## src/sv/pte_pkg.sv

```systemverilog
`timescale 1ns / 1ps
// Package for the two-level page table engine: sizes, operation and status codes,
// controller states and the command and status structs between controller and datapath.
// It depends on nothing else.
package pte_pkg;

   localparam int TABLE_POOL        = 8;
   localparam int ENTRIES_PER_TABLE = 1024;

   localparam int IDX_W       = $clog2(ENTRIES_PER_TABLE);
   localparam int DIR_ENTRIES = 1 << IDX_W;
   localparam int TBL_IDX_W   = $clog2(TABLE_POOL);
   localparam int TBL_DEPTH   = TABLE_POOL * ENTRIES_PER_TABLE;
   localparam int TBL_ADDR_W  = TBL_IDX_W + IDX_W;
   localparam int NFT_W       = $clog2(TABLE_POOL + 1);
   localparam int DIR_W       = TBL_IDX_W + 1;
   localparam int SWEEP_W     = IDX_W + 1;
   localparam int OFFSET_W    = 12;
   localparam int VA_W        = 32;
   localparam int FRAME_W     = VA_W - OFFSET_W;

   localparam logic [NFT_W-1:0]    FIRST_FREE_TABLE = NFT_W'(2);
   localparam logic [OFFSET_W-1:0] ENTRY_PRESENT    = 12'h001;
   localparam logic [OFFSET_W-1:0] ENTRY_WRITABLE   = 12'h002;

   localparam logic [1:0] FUNC_MAP       = 2'd0;
   localparam logic [1:0] FUNC_UNMAP     = 2'd1;
   localparam logic [1:0] FUNC_TRANSLATE = 2'd2;

   localparam logic [1:0] STATUS_DONE        = 2'd0;
   localparam logic [1:0] STATUS_NO_TABLE    = 2'd1;
   localparam logic [1:0] STATUS_NOT_PRESENT = 2'd2;

   typedef enum logic [2:0] {
      ST_INIT,
      ST_IDLE,
      ST_DIR,
      ST_CLEAR,
      ST_TBL
   } state_type;

   typedef enum logic [2:0] {
      TW_NONE,
      TW_INIT,
      TW_ENTRY,
      TW_ZERO,
      TW_CLEAR
   } tbl_wr_type;

   typedef enum logic [1:0] {
      RS_DONE,
      RS_NO_TABLE,
      RS_NOT_PRESENT,
      RS_TRANSLATE
   } rsp_sel_type;

   typedef struct packed {
      logic        req_load;
      logic        dir_rd;
      logic        dir_wr_init;
      logic        dir_wr_alloc;
      logic        tbl_rd;
      tbl_wr_type  tbl_wr;
      logic        alloc;
      logic        cnt_clr;
      logic        cnt_inc;
      logic        rsp_load;
      rsp_sel_type rsp_sel;
   } ctl_cmd_type;

   typedef struct packed {
      logic [1:0] func;
      logic       dir_present;
      logic       pool_full;
      logic       sweep_last;
      logic       clear_last;
      logic       out_free;
   } dp_stat_type;

endpackage

```

## src/sv/pte_ctrl.sv

```systemverilog
`timescale 1ns / 1ps
// Controller of the page table engine: the state machine that sequences the
// initialisation sweep, directory and table accesses and table clearing. Uses pte_pkg.
module pte_ctrl (
   input  logic                 clock,
   input  logic                 reset,
   input  logic                 req_valid,
   output logic                 req_ready,
   input  pte_pkg::dp_stat_type stat,
   output pte_pkg::ctl_cmd_type cmd
);
   import pte_pkg::*;

   state_type state_ff;
   state_type state_in;

   always_ff @(posedge clock) begin
      if (reset) begin
         state_ff <= ST_INIT;
      end else begin
         state_ff <= state_in;
      end
   end

   always_comb begin
      state_in = state_ff;
      case (state_ff)
         ST_INIT: begin
            if (stat.sweep_last) begin
               state_in = ST_IDLE;
            end
         end
         ST_IDLE: begin
            if (req_valid) begin
               state_in = ST_DIR;
            end
         end
         ST_DIR: begin
            case (stat.func)
               FUNC_MAP: begin
                  if (!stat.dir_present && !stat.pool_full) begin
                     state_in = ST_CLEAR;
                  end else if (stat.out_free) begin
                     state_in = ST_IDLE;
                  end
               end
               FUNC_TRANSLATE: begin
                  if (stat.dir_present) begin
                     state_in = ST_TBL;
                  end else if (stat.out_free) begin
                     state_in = ST_IDLE;
                  end
               end
               default: begin
                  if (stat.out_free) begin
                     state_in = ST_IDLE;
                  end
               end
            endcase
         end
         ST_CLEAR: begin
            if (stat.clear_last && stat.out_free) begin
               state_in = ST_IDLE;
            end
         end
         ST_TBL: begin
            if (stat.out_free) begin
               state_in = ST_IDLE;
            end
         end
         default: begin
            state_in = ST_INIT;
         end
      endcase
   end

   always_comb begin
      cmd       = '0;
      req_ready = 1'b0;
      case (state_ff)
         ST_INIT: begin
            cmd.dir_wr_init = 1'b1;
            cmd.tbl_wr      = TW_INIT;
            cmd.cnt_inc     = 1'b1;
         end
         ST_IDLE: begin
            req_ready    = 1'b1;
            cmd.req_load = req_valid;
            cmd.dir_rd   = req_valid;
         end
         ST_DIR: begin
            case (stat.func)
               FUNC_MAP: begin
                  if (stat.dir_present) begin
                     if (stat.out_free) begin
                        cmd.tbl_wr   = TW_ENTRY;
                        cmd.rsp_load = 1'b1;
                        cmd.rsp_sel  = RS_DONE;
                     end
                  end else if (stat.pool_full) begin
                     cmd.rsp_load = stat.out_free;
                     cmd.rsp_sel  = RS_NO_TABLE;
                  end else begin
                     cmd.dir_wr_alloc = 1'b1;
                     cmd.alloc        = 1'b1;
                     cmd.cnt_clr      = 1'b1;
                  end
               end
               FUNC_UNMAP: begin
                  if (stat.out_free) begin
                     cmd.rsp_load = 1'b1;
                     if (stat.dir_present) begin
                        cmd.tbl_wr  = TW_ZERO;
                        cmd.rsp_sel = RS_DONE;
                     end else begin
                        cmd.rsp_sel = RS_NOT_PRESENT;
                     end
                  end
               end
               FUNC_TRANSLATE: begin
                  if (stat.dir_present) begin
                     cmd.tbl_rd = 1'b1;
                  end else begin
                     cmd.rsp_load = stat.out_free;
                     cmd.rsp_sel  = RS_NOT_PRESENT;
                  end
               end
               default: begin
                  cmd.rsp_load = stat.out_free;
                  cmd.rsp_sel  = RS_DONE;
               end
            endcase
         end
         ST_CLEAR: begin
            if (!stat.clear_last) begin
               cmd.tbl_wr  = TW_CLEAR;
               cmd.cnt_inc = 1'b1;
            end else if (stat.out_free) begin
               cmd.tbl_wr   = TW_CLEAR;
               cmd.rsp_load = 1'b1;
               cmd.rsp_sel  = RS_DONE;
            end
         end
         ST_TBL: begin
            cmd.rsp_load = stat.out_free;
            cmd.rsp_sel  = RS_TRANSLATE;
         end
         default: begin
            cmd = '0;
         end
      endcase
   end

   // A request is only taken once the sweep has laid down the identity tables.
   a_no_accept_in_init: assert property (@(posedge clock) disable iff (reset)
      (state_ff == ST_INIT) |-> !cmd.req_load)
      else $error("request taken during initialisation sweep");

   // Every accepted word is followed by a directory lookup.
   a_accept_then_dir: assert property (@(posedge clock) disable iff (reset)
      (req_valid && req_ready) |=> (state_ff == ST_DIR))
      else $error("accepted word not followed by directory lookup");

endmodule

```

## config.mk

```make
export PLATFORM = sky130hd
export DESIGN_NAME = pte_ctrl
export DESIGN_NICKNAME = d
export VERILOG_FILES = /design/src/sv/pte_pkg.sv /design/src/sv/pte_ctrl.sv
export SDC_FILE = /design/constraint.sdc
export NUM_CORES = 1
export LEC_CHECK = 0
export ABC_AREA = 1
export ABC_CLOCK_PERIOD_IN_PS = 1200
export BUFFER_PORTS_ARGS = -buffer_cell sky130_fd_sc_hd__buf_2
export CORE_AREA = 2 2 39 41
export CTS_CLUSTER_SIZE = 12
export DETAILED_ROUTE_END_ITERATION = 7
export DIE_AREA = 0 0 41 43
export GPL_ROUTABILITY_DRIVEN = 1
export PLACE_DENSITY_LB_ADDON = 0.05
export SLEW_MARGIN = 20
export SYNTH_ARGS = -nofsm -noshare
export SYNTH_HDL_FRONTEND = slang
export SYNTH_SLANG_ARGS = --single-unit
```

## constraint.sdc

```tcl
create_clock -name clock -period 1.2 [get_ports clock]
set_input_delay 0.06 -clock clock [delete_from_list [all_inputs] [get_ports clock]]
set_output_delay 0.06 -clock clock [all_outputs]
set_load 0.05 [all_outputs]
```

# Word level (Yosys, flattened, before mapping)
# Cells that the tools add are included.
[totals]
register_bits = 3
in_bits = 10
out_inout_bits = 15
[op_classes]
n_eq_ne = 9
n_mux = 39
reduce_logical = 7
[op_table]
columns = ["cell", "count"]
rows = [
  ["two-way mux 3 bit", 14],
  ["one-hot mux 3 bit (3 select lines)", 3],
  ["two-way mux 2 bit", 10],
  ["one-hot mux 3 bit (5 select lines)", 1],
  ["one-hot mux 3 bit (2 select lines)", 2],
  ["two-way mux 1 bit", 8],
  ["== test 3 x 2 -> 1 bit, second input constant", 2],
  ["inequality test 2 bit, second input constant", 3],
  ["== test 3 x 1 -> 1 bit, second input constant", 1],
  ["== test 3 bit, second input constant", 1],
  ["zero test 3 bit", 1],
  ["AND reduction 3 bit", 1],
  ["== test 2 x 1 -> 1 bit, second input constant", 1],
  ["== test 2 bit, second input constant", 1],
  ["logical AND 1 bit", 2],
  ["zero test 1 bit", 2],
  ["zero test 2 bit", 1],
  ["one-hot mux 1 bit (2 select lines)", 1],
]

# Depth between registers and ports, before layout
# Gate-level depths: netlist of the first run.
[logic_depth]
word_depth = 5
mapped_depth = 8
mapped_depth_nobuf = 8

# Worst setup path before layout of the first run
# No wires, ideal clock.
[synth_timing]
kind = "register to output"
start = "register state_ff[2]"
end = "output port cmd[6] in the netlist's numbering"
arrival_time_ns = 2.187
required_ns = 1.140
slack_ns = -1.047
stages_incl_launch_ff = 4
n_path_buf = 0
path_cell_list = "dfxtp_1 inv_2 nand3_2 o41ai_1"
[synth_lines]
columns = ["element", "line_no", "source"]
rows = [
  ["from (decl)", "pte_ctrl.sv:14", "state_type state_ff;"],
  ["from (signal assigned)", "pte_ctrl.sv:21", "state_ff <= state_in;"],
  ["to (decl)", "pte_ctrl.sv:10", "output pte_pkg::ctl_cmd_type cmd"],
]

==> results of run 1 <==
==> worst max-delay path: stages, from the launching register on <==
cell                      delay (ns)
sky130_fd_sc_hd__dfxtp_4        0.36
sky130_fd_sc_hd__inv_4          0.06
sky130_fd_sc_hd__nand3_4        0.12
sky130_fd_sc_hd__buf_4          0.18
sky130_fd_sc_hd__o21ai_2        0.14
sky130_fd_sc_hd__buf_6          0.17
==> power by group through the flow <==
stage / Combinational, mW / Sequential, mW / Clock (mW)
after floorplan: 0.571 / 0.139 / 0
after global placement: 0.735 / 0.140 / 0
after detailed placement: 0.736 / 0.141 / 0
after CTS: 0.858 / 0.152 / 0.183
after global routing: 0.979 / 0.168 / 0.196
final: 0.922 / 0.165 / 0.175
==> final timing paths <==
kind          startpoint           to  slack (ns)  depth (start not counted)
max          state_ff[2]       cmd[0]       -0.13                          5
min                reset  state_ff[0]        0.03                          2
max reg2reg  state_ff[0]  state_ff[1]       -0.03                          9
min reg2reg  state_ff[2]  state_ff[2]        0.54                          2
==> cells in the mapped netlist, drive strengths merged <==
library cell / number
nand3: 5
inv: 14
o41ai: 1
o21ai: 4
nand2: 22
a31oi: 1
buf: 3
dfxtp: 3
a21oi: 5
nor4: 1
nand3b: 1
nor2: 13
==> cell type report <==
cell class	count	area, µm²	share of cell area, %
multi-input combinational	53	423	47.4
clock buffer	4	26.3	2.95
inverter	14	62.6	7.01
sequential	3	71.3	7.99
tap	16	20.0	2.24
timing repair buffer	34	289	32.4
==> per-stage QoR <==
step                      setup slack [ns]  TNS, ns  power, mW  hold WS (ns)
after CTS                           -0.137    -1.18       1.19       0.00800
after global routing                -0.193    -2.47       1.34        0.0220
after detailed placement           -0.0468  -0.0521      0.877         0.260
after global placement             -0.0273  -0.0483      0.875         0.267
after floorplan                     -0.111   -0.231      0.710         0.119
final                               -0.131    -1.38       1.26        0.0254
==> logic make-up (layout without fill, tap and decap cells) <==
logic type	after synthesis	in the layout	share of synthesized area, %
buf+inv	17	52	19.3
compound gates	11	11	16.4
simple gates	42	42	48.9
flops	3	3	15.4
==> repair_timing <==
action | in CTS | in global routing
gates cloned | 0 | 0
setup endpoints to repair | 15 | 17
gates resized for setup | 35 | 21
setup buffers | 2 | 1
pin swaps | 3 | 8
==> per-layer routing <==
metal  track usage [%]  share of wire, %
met1              20.8                39
met2              28.4                54
met3              6.28               6.1
met4              2.00               1.1
met5                 0                 0
==> metrics.log, run 1 <==
[metrics] synthesized instance count: 73
[metrics] via count: about 580
[metrics] outcome: complete, but fails checks
[metrics] number of warnings reported in the yosys synthesis log: 0
[metrics] post-route cell area: approximately 900 µm²
[metrics] post-DR wirelength/cell: between 10 and 15 µm
[metrics] worst-margin pin slew: ~0.35 ns
[metrics] required arrival time at the worst endpoint: 1.14 ns
[metrics] total nets after synthesis: 83
[metrics] Combinational Power Share: approximately 73%
[metrics] Max Freq: between 700 and 800 MHz
[metrics] Clock Skew: 0.00534 ns
[metrics] post-cts hold buffer count: 0
[metrics] RSZ-0062 raised after global routing: true
[metrics] DP HPWL: 973 µm
[metrics] post-synth cell types: 18
[metrics] TritonCTS Sinks: 3
[metrics] power spent charging and discharging nets: about 660 µW
[metrics] switching share of power: roughly half
[metrics] share of synthesized area occupied by flip-flops and latches: between 10% and 20%
[metrics] biggest area contributors in the synthesized netlist: sky130_fd_sc_hd__nand2_1 (21%), sky130_fd_sc_hd__dfxtp_1 (15%), sky130_fd_sc_hd__inv_1 (11%)
[metrics] worst voltage drop across the vdd grid: roughly 1.1 mV
[metrics] number of max-slew violations in the final report: 0
[metrics] vias in the first global route: slightly above 500
[metrics] worst path arrival time: between 1 and 1.5 ns
[metrics] share of post-route cells with drive strength above 1: approximately two thirds
[metrics] clock tree from TritonCTS: yes
[metrics] initial core utilization: between 20 and 30%
[metrics] worst slew margin relative to its limit: between 70 and 80%
[metrics] Total Nets Final: between 100 and 150
[metrics] share of the clock period used by the worst path: 111%
[metrics] Final Setup Violations: 16
[metrics] number of failing hold endpoints at the final stage: 0
[metrics] Final Util: roughly 64%
[metrics] area growth from synthesis to layout: 129%
[metrics] worst-path fanout max: 5
[metrics] clock power share: 13.9%
[metrics] Core Rows: 14
[metrics] critical setup path kind: flip-flop to output pin
[metrics] total routed wirelength: between 1 and 1.5 mm
[metrics] residual DRC count: 0
[metrics] Tot GR Track Use: around 17%
[metrics] violated checks: setup timing
[metrics] wire length of the first global-routing pass: 2.10 mm
[metrics] ports placed on the boundary: 25
[metrics] chip height: 43 µm
[metrics] pin count of the biggest net entering global routing: 7
[metrics] leak pwr: about 0.43 nW
[metrics] area enclosed by the die boundary: around 1800 µm²
[metrics] largest registers: state_ff (3)
[metrics] Seq pwr share: between 10% and 20%
[metrics] total of max-cap violations: 0
[metrics] final non-filler cell total: 124
[metrics] Biggest register: state_ff
[metrics] total congestion overflow after global routing: 0
[metrics] Clock Tree Root: sky130_fd_sc_hd__clkbuf_4
[metrics] area post-placement: between 600 and 700 µm²
[metrics] worst hold path class: input port to flip-flop
[metrics] Die X-Extent: slightly above 40 µm
[metrics] max FFs per register: 3
[metrics] number of clock buffers inserted by TritonCTS: 3
[metrics] total placed cells including tap cells: between 100 and 150
[metrics] Worst Slack Setup Final: -0.131 ns
[metrics] number of antenna violations at the first check in global routing: 0
[metrics] core box area: approximately 1400 µm²
[metrics] number of inserted diodes: 0
[metrics] fill cell instance count of the final layout: ~120
[metrics] maximum count of clock buffers along a single path: 2
[metrics] crit path capture type: output pin
[metrics] Initial DRC Count: 4
[metrics] design internal power: just over 600 µW
[metrics] routability-driven placement congestion ratio: 0.785
[metrics] summed instance area of the synthesized netlist: 389 µm²
[metrics] clock transition at the registers of the reported paths: 0.04 ns
[metrics] startpoint type of the worst setup path: flip-flop
[metrics] average cell area after synthesis: about 5.3 µm²
[metrics] insertion delay to the later sink of the worst-skew pair: 0.23 ns
[metrics] DR vias/cell: roughly 4.6
[metrics] flip-flop and latch count after synthesis: 3
[metrics] Pwr Density: roughly 1400 nW/µm²
[metrics] remaining number of nets flagged by the antenna check after routing: 0
[metrics] router iterations before antenna repair: 2
[metrics] fraction of post-synthesis cell area in the top cell type by area: about a fifth
[metrics] commonest cells after routing, fill and taps aside: sky130_fd_sc_hd__nand2_1 (16), sky130_fd_sc_hd__buf_6 (15), sky130_fd_sc_hd__buf_4 (10), sky130_fd_sc_hd__buf_2 (9)
[metrics] most frequent standard cell in the layout excluding fill and tap cells: sky130_fd_sc_hd__nand2_1
[metrics] minimum clock period after layout: approximately 1.3 ns
[metrics] CTS H-Tree Depth: 1
[metrics] count of input and output buffers: 24
[metrics] cell accounting for the most synthesized area: sky130_fd_sc_hd__nand2_1
Note: power is estimated with default switching activity, not from simulation.
==> run 2: changes to the inputs <==
- PLACE_DENSITY: default -> 0.56
- PLACE_DENSITY_LB_ADDON: 0.05 -> default
==> metrics.log, run 2 (synthesized netlist as in run 1, its figures left out) <==
[metrics] cell family contributing the most delay on the critical path: flip-flops
[metrics] Initial DRC Count: 13 (+9)
[metrics] area post-placement: 674 µm² (+1.1%)
[metrics] DR vias/cell: 4.74 (+2.0%)
[metrics] buffers plus inverters on the worst setup path: 1 (-2)
[metrics] metal3 WL: 50 µm (-36%)
[metrics] DP HPWL: 994 µm (+2.1%)
[metrics] post-layout total power: 1.29 mW (+2.3%)
[metrics] register cell area after layout: 68.8 µm² (-3.5%)
[metrics] area growth from synthesis to layout: 143%
[metrics] CP max stage delay: 0.36 ns (about the same)
[metrics] insertion delay to the later sink of the worst-skew pair: 0.23 ns (about the same)
[metrics] metal2 WL: 852 µm (+24%)
[metrics] Seq pwr share: 11.1% (-2.0 points)
[metrics] count of input and output buffers: 24 (unchanged)
[metrics] total routed wirelength: 1.45 mm (+14%)
[metrics] total congestion overflow after global routing: 0 (unchanged)
[metrics] power spent charging and discharging nets: 656 µW (+0.11%)
[metrics] hold slack: 0.226 ns (+0.201 ns)
[metrics] Total Nets Final: 125 (+5.0%)
[metrics] number of max-slew violations in the final report: 0 (unchanged)
[metrics] commonest cells after routing, fill and taps aside: sky130_fd_sc_hd__nand2_1 (16), sky130_fd_sc_hd__buf_6 (16), sky130_fd_sc_hd__buf_4 (10), sky130_fd_sc_hd__buf_2 (9)
[metrics] Clock Tree Root: sky130_fd_sc_hd__clkbuf_4
[metrics] initial core utilization: 28.1% (unchanged)
[metrics] router iterations before antenna repair: 4 (+2)
[metrics] area enclosed by the die boundary: 1760 µm² (unchanged)
[metrics] maximum count of clock buffers along a single path: 2 (unchanged)
[metrics] largest registers: state_ff (3)
[metrics] Combinational Power Share: 75.0% (+2.0 points)
[metrics] post-DR wirelength/cell: 11.2 µm (+8.5%)
[metrics] required arrival time at the worst endpoint: 1.14 ns (about the same)
[metrics] number of clock buffers inserted by TritonCTS: 3 (unchanged)
[metrics] worst slew margin relative to its limit: 78.5% (+2.0 points)
[metrics] Post-Route M1 WL: 546 µm (+11%)
[metrics] ports placed on the boundary: 25 (unchanged)
[metrics] vias in the first global route: 519 (+1.8%)
[metrics] Max Freq: 737 MHz (-1.9%)
[metrics] core box area: 1380 µm² (unchanged)
[metrics] pin count of the biggest net entering global routing: 7 (unchanged)
[metrics] worst-margin pin slew: 0.321 ns (-0.0295 ns)
[metrics] share of the clock period used by the worst path: 113% (+2.1 points)
[metrics] cell type of the slowest stage on the worst timing path: sky130_fd_sc_hd__dfxtp_4
[metrics] startpoint type of the worst setup path: flip-flop
[metrics] number of inserted diodes: 0 (unchanged)
[metrics] worst path arrival time: 1.30 ns (+0.03 ns)
[metrics] Biggest register: state_ff
[metrics] residual DRC count: 0 (unchanged)
[metrics] Tot GR Track Use: 15.7% (-1.4 points)
[metrics] clock transition at the registers of the reported paths: 0.04 ns (about the same)
[metrics] Clock Skew: 0.00481 ns (-0.000529 ns)
[metrics] post-route cell area: 947 µm² (+6.2%)
[metrics] via count: 616 (+6.9%)
[metrics] fill cell instance count of the final layout: 113 (-6.6%)
[metrics] wire length of the first global-routing pass: 1.95 mm (-7.6%)
[metrics] remaining number of nets flagged by the antenna check after routing: 0 (unchanged)
[metrics] crit path capture type: output pin
[metrics] total of max-cap violations: 0 (unchanged)
[metrics] total placed cells including tap cells: 118 (+0.85%)
[metrics] Core Rows: 14 (unchanged)
[metrics] switching share of power: 50.8% (-1.1 points)
[metrics] TritonCTS Sinks: 3 (unchanged)
[metrics] RSZ-0062 raised after global routing: true
[metrics] number of antenna violations at the first check in global routing: 0 (unchanged)
[metrics] design internal power: 636 µW (+4.7%)
[metrics] ordered list of cells on the worst path: nor2_2, nand2_1, a31oi_4, buf_6
[metrics] minimum clock period after layout: 1.36 ns (+0.0257 ns)
[metrics] multi-input combinational cell area: 404 µm² (-4.4%)
[metrics] clock power share: 13.9% (about the same)
[metrics] chip height: 43 µm (unchanged)
[metrics] Die X-Extent: 41 µm (unchanged)
[metrics] outcome: complete, but fails checks
[metrics] number of failing hold endpoints at the final stage: 0 (unchanged)
[metrics] share of post-route cells with drive strength above 1: 67.5% (+1.8 points)
[metrics] Highest Signal Layer: met3
[metrics] max FFs per register: 3 (unchanged)
[metrics] critical setup path kind: flip-flop to output pin
[metrics] Pwr Density: 1360 nW/µm² (-3.6%)
[metrics] Worst Slack Setup Final: -0.157 ns (-0.0257 ns)
[metrics] worst hold path class: input port to flip-flop
[metrics] violated checks: setup timing
[metrics] Final Setup Violations: 16 (unchanged)
[metrics] clock tree from TritonCTS: yes
[metrics] CTS H-Tree Depth: 1 (unchanged)
[metrics] final non-filler cell total: 130 (+4.8%)
[metrics] leak pwr: 0.443 nW (+2.4%)
[metrics] worst-path fanout max: 4 (-1)
[metrics] routability-driven placement congestion ratio: 0.751 (-4.4%)
[metrics] worst voltage drop across the vdd grid: 0.938 mV (-13%)
run 2: repair_timing:
item,in CTS,in global routing
hold buffers,1,0
hold endpoints to repair,1,0
buffers inserted,0,7
resized for setup,35,25
cloned,0,0
pin swaps,4,10
endpoints found under the setup margin,15,16
run 2: area by class of cell:
type / instances / share of cell area (%)
clock buffer: 4 / 2.77
inverter: 14 / 6.08
multi-input combinational: 53 / 42.7
sequential: 3 / 7.27
tap: 16 / 2.11
timing repair buffer: 40 / 39.1
run 2: routing by layer:
layer	up-vias	GRT usage, %
li1	310	-
met1	287	16.7
met2	19	29.1
met3	0	3.14
met4	0	4.00
met5	-	0
run 2: worst reg2reg max path, stage by stage, from the launching register on:
cell                       delay, ns
sky130_fd_sc_hd__dfxtp_4        0.36
sky130_fd_sc_hd__inv_4          0.04
sky130_fd_sc_hd__buf_4          0.13
sky130_fd_sc_hd__buf_6          0.11
sky130_fd_sc_hd__buf_4          0.13
sky130_fd_sc_hd__nand3b_1       0.09
sky130_fd_sc_hd__nand2_2        0.07
sky130_fd_sc_hd__nor2_4         0.11
sky130_fd_sc_hd__nand2_1        0.05
sky130_fd_sc_hd__a21oi_1        0.13
run 2: path summary, 6_finish.rpt:
check | startpoint | to | slack (ns) | cells after the start
worst max-delay path | state_ff[1] | cmd[2] | -0.16 | 4
worst min-delay path | stat[0] | state_ff[1] | 0.23 | 4
worst max register to register | state_ff[2] | state_ff[1] | -0.09 | 9
worst min register to register | state_ff[2] | state_ff[2] | 0.69 | 3
run 2: metrics by stage:
step	util, %	setup TNS (ns)	worst slack, ns
3_5_place_dp	48.7	-0.0343	-0.0343
6_report	68.4	-1.58	-0.157
2_1_floorplan	-	-0.231	-0.111
4_1_cts	58.9	-1.09	-0.139
3_3_place_gp	48.7	-0.00737	-0.00737
5_1_grt	68.4	-2.47	-0.208
run 2: power groups by stage:
stage	logic (mW)	clock network, mW	registers, mW
after global routing	1.02	0.194	0.145
after detailed placement	0.748	0	0.137
after global placement	0.740	0	0.136
final	0.969	0.179	0.144
after CTS	0.862	0.184	0.140
after floorplan	0.571	0	0.139
==> run 3: changes to the inputs <==
- CTS_BUF_LIST: default -> sky130_fd_sc_hd__clkbuf_4 sky130_fd_sc_hd__clkbuf_8
==> metrics.log, run 3 (synthesized netlist as in run 1, its figures left out) <==
[metrics] max FFs per register: 3 (unchanged)
[metrics] share of the clock period used by the worst path: 112% (-0.65 points)
[metrics] total placed cells including tap cells: 118 (unchanged)
[metrics] most frequent standard cell in the layout excluding fill and tap cells: sky130_fd_sc_hd__nand2_1
[metrics] worst path arrival time: 1.29 ns (about the same)
[metrics] total of max-cap violations: 0 (unchanged)
[metrics] startpoint type of the worst setup path: flip-flop
[metrics] number of antenna violations at the first check in global routing: 0 (unchanged)
[metrics] wire length of the first global-routing pass: 1.93 mm (-0.67%)
[metrics] Final Util: 67.9% (-0.54 points)
[metrics] via count: 619 (+0.49%)
[metrics] area growth from synthesis to layout: 141%
[metrics] RSZ-0062 raised after global routing: true
[metrics] minimum clock period after layout: 1.35 ns (-0.00775 ns)
[metrics] insertion delay to the later sink of the worst-skew pair: 0.23 ns (about the same)
[metrics] required arrival time at the worst endpoint: 1.14 ns (about the same)
[metrics] post-DR wirelength/cell: 11.2 µm (+0.21%)
[metrics] total congestion overflow after global routing: 0 (unchanged)
[metrics] DR vias/cell: 4.76 (+0.49%)
[metrics] router iterations before antenna repair: 4 (unchanged)
[metrics] fill cell instance count of the final layout: 114 (+0.88%)
[metrics] DP HPWL: 994 µm (unchanged)
[metrics] Biggest register: state_ff
[metrics] Worst Slack Setup Final: -0.149 ns (+0.00775 ns)
[metrics] launch point of the critical path: state_ff[0]
[metrics] pin count of the biggest net entering global routing: 7 (unchanged)
[metrics] number of clock buffers inserted by TritonCTS: 3 (unchanged)
[metrics] Initial DRC Count: 8 (-5)
[metrics] number of failing hold endpoints at the final stage: 0 (unchanged)
[metrics] Core Rows: 14 (unchanged)
[metrics] Clock Skew: 0.00440 ns (-0.000413 ns)
[metrics] worst slew margin relative to its limit: 78.8% (+0.28 points)
[metrics] leak pwr: 0.444 nW (+0.21%)
[metrics] outcome: complete, but fails checks
[metrics] clock tree from TritonCTS: yes
[metrics] area enclosed by the die boundary: 1760 µm² (unchanged)
[metrics] hold path startpoint: stat[0]
[metrics] violated checks: setup timing
[metrics] residual DRC count: 0 (unchanged)
[metrics] initial core utilization: 28.1% (unchanged)
[metrics] Total Nets Final: 125 (unchanged)
[metrics] Final Setup Violations: 16 (unchanged)
[metrics] clock transition at the registers of the reported paths: 0.04 ns (about the same)
[metrics] ports placed on the boundary: 25 (unchanged)
[metrics] share of post-route cells with drive strength above 1: 68.4% (+0.88 points)
[metrics] vias in the first global route: 509 (-1.9%)
[metrics] Clock Tree Root: sky130_fd_sc_hd__clkbuf_4
[metrics] maximum count of clock buffers along a single path: 2 (unchanged)
[metrics] count of input and output buffers: 24 (unchanged)
[metrics] post-layout total power: 1.31 mW (+1.4%)
[metrics] commonest cells after routing, fill and taps aside: sky130_fd_sc_hd__nand2_1 (16), sky130_fd_sc_hd__buf_6 (15), sky130_fd_sc_hd__buf_4 (11), sky130_fd_sc_hd__buf_2 (9)
[metrics] worst-margin pin slew: 0.317 ns (-0.00420 ns)
[metrics] total routed wirelength: 1.45 mm (+0.21%)
[metrics] Max Freq: 741 MHz (+0.57%)
[metrics] Crit Reg-Reg Startpoint: state_ff[2]
[metrics] final non-filler cell total: 130 (unchanged)
[metrics] core box area: 1380 µm² (unchanged)
[metrics] number of inserted diodes: 0 (unchanged)
[metrics] largest registers: state_ff (3)
[metrics] worst hold path class: input port to flip-flop
[metrics] crit path capture type: output pin
[metrics] TritonCTS Sinks: 3 (unchanged)
[metrics] Die X-Extent: 41 µm (unchanged)
[metrics] chip height: 43 µm (unchanged)
[metrics] worst voltage drop across the vdd grid: 0.914 mV (-2.5%)
[metrics] Pwr Density: 1390 nW/µm² (+2.2%)
[metrics] number of max-slew violations in the final report: 0 (unchanged)
[metrics] routability-driven placement congestion ratio: 0.751 (unchanged)
[metrics] Fin Setup TNS: -1.56 ns (+0.0189 ns)
[metrics] critical setup path kind: flip-flop to output pin
[metrics] CTS H-Tree Depth: 1 (unchanged)
[metrics] Tot GR Track Use: 15.6% (-0.10 points)
[metrics] remaining number of nets flagged by the antenna check after routing: 0 (unchanged)
[metrics] worst-path fanout max: 5 (+1)
-- run 3: critical path: stages, from the launching register on --
cell	delay [ns]
sky130_fd_sc_hd__dfxtp_2	0.34
sky130_fd_sc_hd__inv_2	0.07
sky130_fd_sc_hd__nand3_4	0.12
sky130_fd_sc_hd__buf_4	0.16
sky130_fd_sc_hd__inv_2	0.06
sky130_fd_sc_hd__nand3_1	0.06
sky130_fd_sc_hd__nand2_1	0.09
sky130_fd_sc_hd__buf_6	0.16
-- run 3: routing by layer --
metal | track usage (%) | wire (µm) | vias up
li1 | - | - | 311
met4 | 4.00 | 0 | 0
met5 | 0 | 0 | -
met1 | 17.0 | 523 | 291
met3 | 3.14 | 53 | 0
met2 | 28.4 | 876 | 17
-- run 3: worst paths after layout --
path	cells past startpoint	slack, ns	endpoint
min	4	0.23	state_ff[1]
max reg2reg	9	-0.07	state_ff[1]
min reg2reg	3	0.69	state_ff[2]
max	7	-0.15	cmd[1]
-- run 3: layout make-up --
| type | instances | area (µm²) | area share (%) |
|---|---|---|---|
| multi-input cells | 53 | 397 | 42.2 |
| repair buffers | 40 | 367 | 39.0 |
| flip-flops and latches | 3 | 68.8 | 7.32 |
| inverters | 14 | 57.6 | 6.13 |
| clock buffers | 4 | 30.0 | 3.20 |
| well taps | 16 | 20.0 | 2.13 |
-- run 3: through the flow --
stage                     hold slack, ns  setup slack (ns)  area [µm²]
after floorplan                    0.119            -0.111         504
after global placement             0.252          -0.00737         674
after detailed placement           0.253           -0.0343         674
after CTS                      0.0000857            -0.138         808
after global routing               0.250            -0.204         940
final                              0.229            -0.149         940
-- run 3: where the power goes --
group | leakage, nW | internal (mW) | total [mW] | switching [mW]
Combinational | 0.399 | 0.389 | 0.963 | 0.574
Clock | 0.0184 | 0.147 | 0.201 | 0.0538
Sequential | 0.0264 | 0.119 | 0.146 | 0.0267
-- run 3: repair_timing --
| item | CTS | global route |
|---|---|---|
| pin swaps | 4 | 8 |
| setup buffers | 0 | 7 |
| setup endpoints to repair | 15 | 17 |
| hold buffers | 0 | 1 |
| endpoints found under the hold margin | 0 | 1 |
| gates resized for setup | 35 | 23 |
